[config.mk]
export PLATFORM = sky130hd
export DESIGN_NAME = base32_lower_stream_decoder
export DESIGN_NICKNAME = d
export VERILOG_FILES = /design/src/hw/rtl/b32d_pkg.sv /design/src/hw/rtl/base32_lower_stream_decoder.sv /design/src/hw/rtl/b32d_step.sv /design/src/hw/rtl/b32d_res_fifo.sv
export SDC_FILE = /design/constraint.sdc
export NUM_CORES = 1
export LEC_CHECK = 0
export BUFFER_PORTS_ARGS = -buffer_cell sky130_fd_sc_hd__buf_4
export CORE_ASPECT_RATIO = 1.5
export CORE_MARGIN = 1
export CORE_UTILIZATION = 47
export CTS_CLUSTER_DIAMETER = 60
export CTS_CLUSTER_SIZE = 30
export DETAILED_ROUTE_END_ITERATION = 12
export SETUP_SLACK_MARGIN = 0.05
export SLEW_MARGIN = 20
export SYNTH_ARGS = -nofsm -noshare
export SYNTH_HDL_FRONTEND = slang
export SYNTH_SLANG_ARGS = --single-unit
[constraint.sdc]
create_clock -name clk_i -period 5 [get_ports clk_i]
set_clock_uncertainty 0.1 [all_clocks]
set_input_delay 0 -clock clk_i [delete_from_list [all_inputs] [get_ports clk_i]]
set_output_delay 0 -clock clk_i [all_outputs]
set_load 0.01 [all_outputs]
[src/hw/rtl/b32d_pkg.sv]
`timescale 1ns / 1ps
// shared types, status codes and alphabet lookup for the lowercase base32 decoder
// no dependencies
package b32d_pkg;

  localparam int unsigned FifoDepth = 4;
  localparam int unsigned PtrW      = $clog2(FifoDepth);
  localparam int unsigned CntW      = $clog2(FifoDepth + 1);

  localparam logic [1:0] STATUS_OK      = 2'd0;
  localparam logic [1:0] STATUS_BAD_CHR = 2'd1;
  localparam logic [1:0] STATUS_PAD     = 2'd2;

  localparam logic KIND_DATA   = 1'b0;
  localparam logic KIND_STATUS = 1'b1;

  // one result item
  typedef struct packed {
    logic       kind;
    logic [7:0] data_byte;
    logic [1:0] status;
    logic       last_result;
  } res_t;

  // decoder state between items; pending bits are always masked to cnt
  typedef struct packed {
    logic [6:0] bits;
    logic [2:0] cnt;
    logic       err;
  } dec_state_t;

  typedef struct packed {
    logic       ok;
    logic [4:0] value;
  } sym_t;

  function automatic sym_t sym_lookup(input logic [7:0] c);
    sym_t s;
    s.ok    = 1'b0;
    s.value = 5'd0;
    if (c inside {[8'h61:8'h7a]}) begin
      s.ok    = 1'b1;
      s.value = 5'(c - 8'h61);
    end else if (c inside {[8'h32:8'h37]}) begin
      s.ok    = 1'b1;
      s.value = 5'(c - 8'h32 + 8'd26);
    end
    return s;
  endfunction

endpackage

[src/hw/rtl/base32_lower_stream_decoder.sv]
`timescale 1ns / 1ps
// streaming lowercase base32 decoder, one character per item
// results of an accepted item are written into the registered result queue and offered from its head
// throughput: one item per cycle while the queue has room for two results; the single
//   result port moves one result per cycle, so a byte and a status from one item leave separately
// reset: asynchronous active low, clears bit buffer, count, error and queue
// depends on b32d_pkg, b32d_step, b32d_res_fifo
module base32_lower_stream_decoder (
  input  logic       clk_i,
  input  logic       rst_ni,
  input  logic       in_valid_i,
  output logic       in_ready_o,
  input  logic [7:0] char_code_i,
  input  logic       is_last_i,
  output logic       out_valid_o,
  input  logic       out_ready_i,
  output logic       kind_o,
  output logic [7:0] data_byte_o,
  output logic [1:0] status_o,
  output logic       last_result_o
);

  b32d_pkg::dec_state_t state_q, state_d, step_state;
  b32d_pkg::res_t       res0, res1, head;
  logic [1:0]           n_res, push_n;
  logic                 accept;

  b32d_step u_step (
    .state_i     (state_q),
    .char_code_i (char_code_i),
    .is_last_i   (is_last_i),
    .state_o     (step_state),
    .res0_o      (res0),
    .res1_o      (res1),
    .n_res_o     (n_res)
  );

  assign accept  = in_valid_i && in_ready_o;
  assign push_n  = accept ? n_res : 2'd0;
  assign state_d = accept ? step_state : state_q;

  always_ff @(posedge clk_i or negedge rst_ni) begin
    if (!rst_ni) begin
      state_q <= '0;
    end else begin
      state_q <= state_d;
    end
  end

  b32d_res_fifo u_fifo (
    .clk_i    (clk_i),
    .rst_ni   (rst_ni),
    .push_n_i (push_n),
    .push0_i  (res0),
    .push1_i  (res1),
    .room2_o  (in_ready_o),
    .valid_o  (out_valid_o),
    .pop_i    (out_ready_i),
    .head_o   (head)
  );

  assign kind_o        = head.kind;
  assign data_byte_o   = head.data_byte;
  assign status_o      = head.status;
  assign last_result_o = head.last_result;

endmodule

[src/hw/rtl/b32d_step.sv]
`timescale 1ns / 1ps
// per-item decode: alphabet lookup, bit buffer shift, byte and status results
// depends on b32d_pkg
module b32d_step (
  input  b32d_pkg::dec_state_t state_i,
  input  logic [7:0]           char_code_i,
  input  logic                 is_last_i,
  output b32d_pkg::dec_state_t state_o,
  output b32d_pkg::res_t       res0_o,
  output b32d_pkg::res_t       res1_o,
  output logic [1:0]           n_res_o
);

  b32d_pkg::sym_t       sym;
  b32d_pkg::dec_state_t nxt;
  b32d_pkg::res_t       byte_res;
  b32d_pkg::res_t       stat_res;
  logic [11:0]          merged;
  logic [3:0]           cnt_sum;
  logic [2:0]           shamt;
  logic [6:0]           mask;
  logic                 has_byte;

  always_comb begin
    sym      = b32d_pkg::sym_lookup(char_code_i);
    merged   = {state_i.bits, sym.value};
    cnt_sum  = {1'b0, state_i.cnt} + 4'd5;
    shamt    = 3'(cnt_sum - 4'd8);
    nxt      = state_i;
    has_byte = 1'b0;

    byte_res             = '0;
    byte_res.kind        = b32d_pkg::KIND_DATA;
    byte_res.data_byte   = merged[shamt +: 8];

    if (!state_i.err) begin
      if (!sym.ok) begin
        nxt.err = 1'b1;
      end else if (cnt_sum >= 4'd8) begin
        has_byte = 1'b1;
        nxt.cnt  = shamt;
      end else begin
        nxt.cnt = cnt_sum[2:0];
      end
      if (sym.ok) begin
        for (int i = 0; i < 7; i++) begin
          mask[i] = (3'(i) < nxt.cnt);
        end
        nxt.bits = merged[6:0] & mask;
      end else begin
        mask = '0;
      end
    end else begin
      mask = '0;
    end

    stat_res             = '0;
    stat_res.kind        = b32d_pkg::KIND_STATUS;
    stat_res.last_result = 1'b1;
    if (nxt.err) begin
      stat_res.status = b32d_pkg::STATUS_BAD_CHR;
    end else if (nxt.bits != 7'd0) begin
      stat_res.status = b32d_pkg::STATUS_PAD;
    end else begin
      stat_res.status = b32d_pkg::STATUS_OK;
    end

    // byte goes first when both are produced
    res0_o  = has_byte ? byte_res : stat_res;
    res1_o  = stat_res;
    n_res_o = 2'(has_byte) + 2'(is_last_i);
    state_o = is_last_i ? '0 : nxt;
  end

endmodule

[src/hw/rtl/b32d_res_fifo.sv]
`timescale 1ns / 1ps
// small result queue: takes up to two items per cycle, hands out one
// depends on b32d_pkg
module b32d_res_fifo (
  input  logic                      clk_i,
  input  logic                      rst_ni,
  input  logic [1:0]                push_n_i,
  input  b32d_pkg::res_t            push0_i,
  input  b32d_pkg::res_t            push1_i,
  output logic                      room2_o,
  output logic                      valid_o,
  input  logic                      pop_i,
  output b32d_pkg::res_t            head_o
);

  b32d_pkg::res_t                  mem_q [b32d_pkg::FifoDepth];
  logic [b32d_pkg::PtrW-1:0]       wr_q, wr_d, rd_q, rd_d;
  logic [b32d_pkg::CntW-1:0]       cnt_q, cnt_d;
  logic                            pop;

  assign pop     = pop_i && valid_o;
  assign valid_o = (cnt_q != '0);
  assign room2_o = (cnt_q <= b32d_pkg::CntW'(b32d_pkg::FifoDepth - 2));
  assign head_o  = mem_q[rd_q];

  always_comb begin
    wr_d  = wr_q + b32d_pkg::PtrW'(push_n_i);
    rd_d  = rd_q + b32d_pkg::PtrW'(pop);
    cnt_d = cnt_q + b32d_pkg::CntW'(push_n_i) - b32d_pkg::CntW'(pop);
  end

  always_ff @(posedge clk_i or negedge rst_ni) begin
    if (!rst_ni) begin
      wr_q  <= '0;
      rd_q  <= '0;
      cnt_q <= '0;
    end else begin
      wr_q  <= wr_d;
      rd_q  <= rd_d;
      cnt_q <= cnt_d;
    end
  end

  always_ff @(posedge clk_i) begin
    if (push_n_i != 2'd0) begin
      mem_q[wr_q] <= push0_i;
    end
    if (push_n_i == 2'd2) begin
      mem_q[b32d_pkg::PtrW'(wr_q + 1'b1)] <= push1_i;
    end
  end

endmodule
Word-level counts from Yosys, hierarchy flattened
Memories as Yosys holds them, arrays and structs flattened.
Cells that the tools add are included.

word-level totals
  register bits = 18
  RAM bits = 48
  input bits = 13
  output and inout bits = 14
  memories = 1

memory list
  name          words  width  read ports  clocked after Yosys merged registers in  wr ports  RTL line             RTL
  u_fifo.mem_q  4      12     1           0                                        2         b32d_res_fifo.sv:16  b32d_pkg::res_t mem_q [b32d_pkg::FifoDepth];

operators by class
  $add $sub $neg = 11
  order comparisons = 13
  equal/unequal tests = 2
  shift operators = 1
  mux-type cells = 20
  bitwise logic cells = 1
  reductions and logical operators = 8

operators by type and width
  operator                                                           count
  2-to-1 mux 11 bit                                                  2
  2-to-1 mux 12 bit                                                  1
  2-to-1 mux 6 bit                                                   2
  indexed part select 12 x 4 -> 8 bit                                1
  less-than comparator 3 bit, first input constant                   3
  2-to-1 mux 3 bit                                                   3
  greater-or-equal comparator 8 x 6 -> 1 bit, second input constant  1
  greater-or-equal comparator 8 x 7 -> 1 bit, second input constant  1
  <= comparator 8 x 6 -> 1 bit, second input constant                1
  <= comparator 8 x 7 -> 1 bit, second input constant                1
  2-to-1 mux 1 bit                                                   8
  bitwise AND 7 bit                                                  1
  2-to-1 mux 7 bit                                                   1
  nonzero test 7 bit                                                 1
  less-than comparator 1 x 3 -> 1 bit, first input constant          2
  less-than comparator 2 x 3 -> 1 bit, first input constant          2
  2-to-1 mux 2 bit                                                   3
  adder 5 bit, second input constant                                 1
  subtractor 5 x 1 -> 5 bit, second input constant                   1
  subtractor 5 bit, second input constant                            1
  adder 3 x 3 -> 4 bit, second input constant                        1
  greater-or-equal comparator 4 bit, second input constant           1
  logical AND 1 bit                                                  4
  adder 3 x 2 -> 3 bit                                               1
  other kinds (12)                                                   12

Longest topological paths before layout
  word-level depth = 14
  mapped depth = 18
  depth with buffers taken out = 14

By module
A second synthesis with hierarchy kept.

unflattened totals
  cell total of the unflattened synthesis = 366
  area, all modules = 4,673.2 um^2

by module, submodules not included
  module                       instances  cells each  area an instance (um^2)
  b32d_res_fifo                1          155         2,944.1
  b32d_step                    1          185         1,260.0
  base32_lower_stream_decoder  1          26          469.2

Worst setup path after synthesis
OpenSTA, ideal clock, no wires.

  kind = input to register
  start = input port char_code_i[3]
  end = memory u_fifo.mem_q[0][1] in the netlist's numbering, enable pin
  setup time = 298 ps
  data arrival time = 2,759 ps
  data required time = 4,602 ps
  path slack = 1,843 ps
  stages on the path = 16
  buffers on the path = 3
  cell sequence = buf_6 -> inv_1 -> ha_1 -> nor3b_1 -> o2111a_1 -> buf_4 -> a32o_2 -> nand2b_2 -> inv_2 -> buf_6 -> ha_1 -> nor2_1 -> nand3b_1 -> nor3_1 -> a31oi_2 -> inv_1

RTL lines
  what         RTL line                           RTL
  from (decl)  base32_lower_stream_decoder.sv:13  input logic [7:0] char_code_i,
  to (decl)    b32d_res_fifo.sv:16

==> impl_metrics.ini <==
[logic_synthesis]
syn-cell-area_sq_mm = 0.00384
async_flop_share_pct = 29.0
synth_top_area_cell = dfxtp_1
synth.net_count = 429
synth_ff_type = dfxtp_1
seq_area_frac_synth_pct = 36.8
syn_inst = 404
synth_edf_count = 8
ys_ff_latch = 62
netlist_top_cells_area = dfxtp_1 19%, dfrtp_1 12%, mux4_2 6.5%, edfxtp_1 6.3%, nand2_1 4.1%
synth_top_area_share_pct = 18.8
ys_warn_count = 0
ys_types = 73
syn_area_per_cell_sq_um = 9.50

[power_and_ir_drop]
worst_ir_drop_vdd_uv = 274
switching_power_w = 0.000675
p_leak_nw = 1.73
power.total_w = 0.00185
switching_share_pct = 36.4
seqPwrFrac_pct = 37.8
intPower_w = 0.00118
power_density_mw_per_mm2 = 421
combPwrFrac_pct = 31.6
p_clk_share_pct = 30.6

[global_routing]
grt_pass1_vias = 3025
grt_max_degree = 25
grt_util_all_layers_pct = 25.2
overflow = 0
grt_pass1_wl_um = 16000
grt_antenna_before_repair = 0

[routing]
ant_nets = 0
viasPerCell = 5.98
totalWireLength_um = 9930
wl_per_cell_um = 18.5
drc_errors = 1
first_iter_violations = 238
first_pass_iters = 9
vias = 3212

[setup_path]
criticalPathCategory = input pin to flop
r2r_start = state_q[0]
crit_arrival_ps = 3630
start_kind = input pin
crit_fanout = 14
slowest_stage = nor3_1
cp_slowest_stage_delay_ps = 800
endpoint_kind = flop
required_ps = 4920
r2r-end = u_fifo.mem_q[0][2]
crit_chain = buf_4 -> inv_1 -> ha_1 -> and2b_1 -> o211ai_2 -> a32o_2 -> nand2b_2 -> inv_2 -> ha_1 -> nor2_1 -> nand3b_1 -> nor3_1 -> a31oi_2 -> inv_1
r2r_slack_ps = 1340
r2r_cells = 10

[timing]
fmax_mhz = 270
rsz0062_at_grt = no
tns_ps = 0
drv_slew = 0
relSlewSlack_pct = 34.0
period_needed_ps = 3710
hold_viol_final = 0
fin_crit_sh_pct = 74.2
worst_pin_slew_ps = 983
setup_viol = 0

[hold_path]
hold_class = input pin to flop
worstHoldStart = char_code_i[2]
min_path_cells = 5
min_to = state_q[6]

[die]
core_sq_mm = 0.00796
die_height_um = 113
num_rows = 40
dieArea_sq_mm = 0.00854
fp.dieW_um = 75.8
initial_utilization_pct = 48.2
io_pins = 27

[cells_and_area]
most-common-layout-cells = 42 x nand2_1, 36 x dfxtp_1, 30 x nor2_1, 30 x buf_4, 23 x a21oi_1
finalNetCount = 452
post-route-util_pct = 55.3
drive_gt1_share_pct = 18.5
final_common_cell = nand2_1
synthToLayoutAreaGrowth_pct = 14.7
fillers = 754
num_antenna_cells = 0

[job]
cap_violations = 0

[cts]
clock_tree.buffer_depth = 2
cts_tree = yes
insertion_delay_ps = 330
htree_levels = 3
cts-root-buf = clkbuf_16
post-cts-setup-buffers = 0
clock_sinks = 62
cts_made_buffers = 9
path_clk_slew_ps = 60

[placement]
gp_congestion = 0.937
place_hpwl_um = 7540
port_buffers = 26

[run_status]
status = finished with violations
violations = DRC
-- registers in the layout (all words and copies together), names as in the netlist --
register      count
u_fifo.mem_q     44
state_q          11
u_fifo.cnt_q      3
u_fifo.rd_q       2
u_fifo.wr_q       2
-- synth_stat cells, types with 3 or more instances --
cell type / instances
nand2_1: 42
dfxtp_1: 36
nor2_1: 30
a21oi_1: 23
dfrtp_1: 18
inv_1: 18
nand3_1: 17
o21ai_0: 17
o31ai_1: 17
a22o_1: 14
ha_1: 11
mux4_2: 11
nor3_1: 10
clkbuf_1: 9
edfxtp_1: 8
mux2i_1: 8
a31oi_1: 7
buf_2: 6
nand4_1: 6
o211ai_1: 5
and2_1: 4
and3_1: 4
nand2b_1: 4
xor2_1: 4
a211oi_1: 3
buf_1: 3
buf_4: 3
buf_6: 3
o22ai_1: 3
xnor2_1: 3
-- how the worst max path moves through the flow --
| stage | start | endpoint | slack [ps] | depth (start not counted) |
|---|---|---|---|---|
| global placement | char_code_i[0] | u_fifo.mem_q[0][1] | 1050 | 14 |
| detailed placement | char_code_i[3] | u_fifo.mem_q[0][1] | 960 | 14 |
| floorplan | char_code_i[3] | u_fifo.mem_q[0][1] | 1840 | 16 |
| global route | char_code_i[3] | u_fifo.mem_q[0][2] | 1030 | 14 |
| CTS | char_code_i[3] | u_fifo.mem_q[0][2] | 1270 | 14 |
| finish | char_code_i[0] | u_fifo.mem_q[0][2] | 1290 | 14 |
-- cell type report --
class / instances / area (sq um) / area share (%)
clock buffers: 12 / 256 / 5.83
well taps: 105 / 131 / 2.98
clock inverters: 4 / 22.5 / 0.512
inverters: 20 / 75.1 / 1.71
flip-flops and latches: 62 / 1410 / 32.1
repair buffers: 36 / 285 / 6.48
multi-input cells: 298 / 2220 / 50.4
-- cells by family (layout without fill, tap and decap cells) --
group	count (synthesis)	in the layout	share of synthesized area, %
mux	21	21	9.13
fa+ha+maj	12	12	4.11
buf+inv	44	72	5.38
simple gates	138	138	18.5
flops	62	62	36.8
compound gates	120	120	24.6
xor+xnor	7	7	1.60
-- critical path, delay by kind of cell --
kind / cells / cell delay (ps)
fa+ha+maj: 2 / 350
simple gates: 5 / 1430
compound gates: 3 / 1230
buf+inv: 4 / 600
-- metal layers --
layer | track usage [%] | up-vias | wire length [um]
li1 | - | 1577 | -
met1 | 32.0 | 1531 | 4160
met2 | 42.2 | 90 | 5250
met3 | 3.95 | 14 | 328
met4 | 8.89 | 0 | 193
met5 | 0 | - | 0
-- power groups by stage --
stage | Sequential, W | Clock [W] | Combinational, W
2_1_floorplan | 0.000620 | 0 | 0.000487
3_3_place_gp | 0.000712 | 0 | 0.000567
3_5_place_dp | 0.000714 | 0 | 0.000572
4_1_cts | 0.000704 | 0.000575 | 0.000585
5_1_grt | 0.000720 | 0.000598 | 0.000647
6_report | 0.000702 | 0.000567 | 0.000586
-- through the flow --
step                      hold WS [ps]  std cells  setup slack (ps)  instance area (sq um)
after floorplan                   -396        404              1840                   3840
after global placement            -216        515              1050                   4060
after detailed placement          -214        515               956                   4060
after CTS                          195        537              1270                   4400
after global routing               246        537              1030                   4400
final                              186        537              1290                   4400
-- timing repair --
item	4_1_cts	5_1_grt
hold buffers	6	0
gates resized for setup	0	0
hold endpoints to repair	23	0
(Power assumes the default switching activity.)
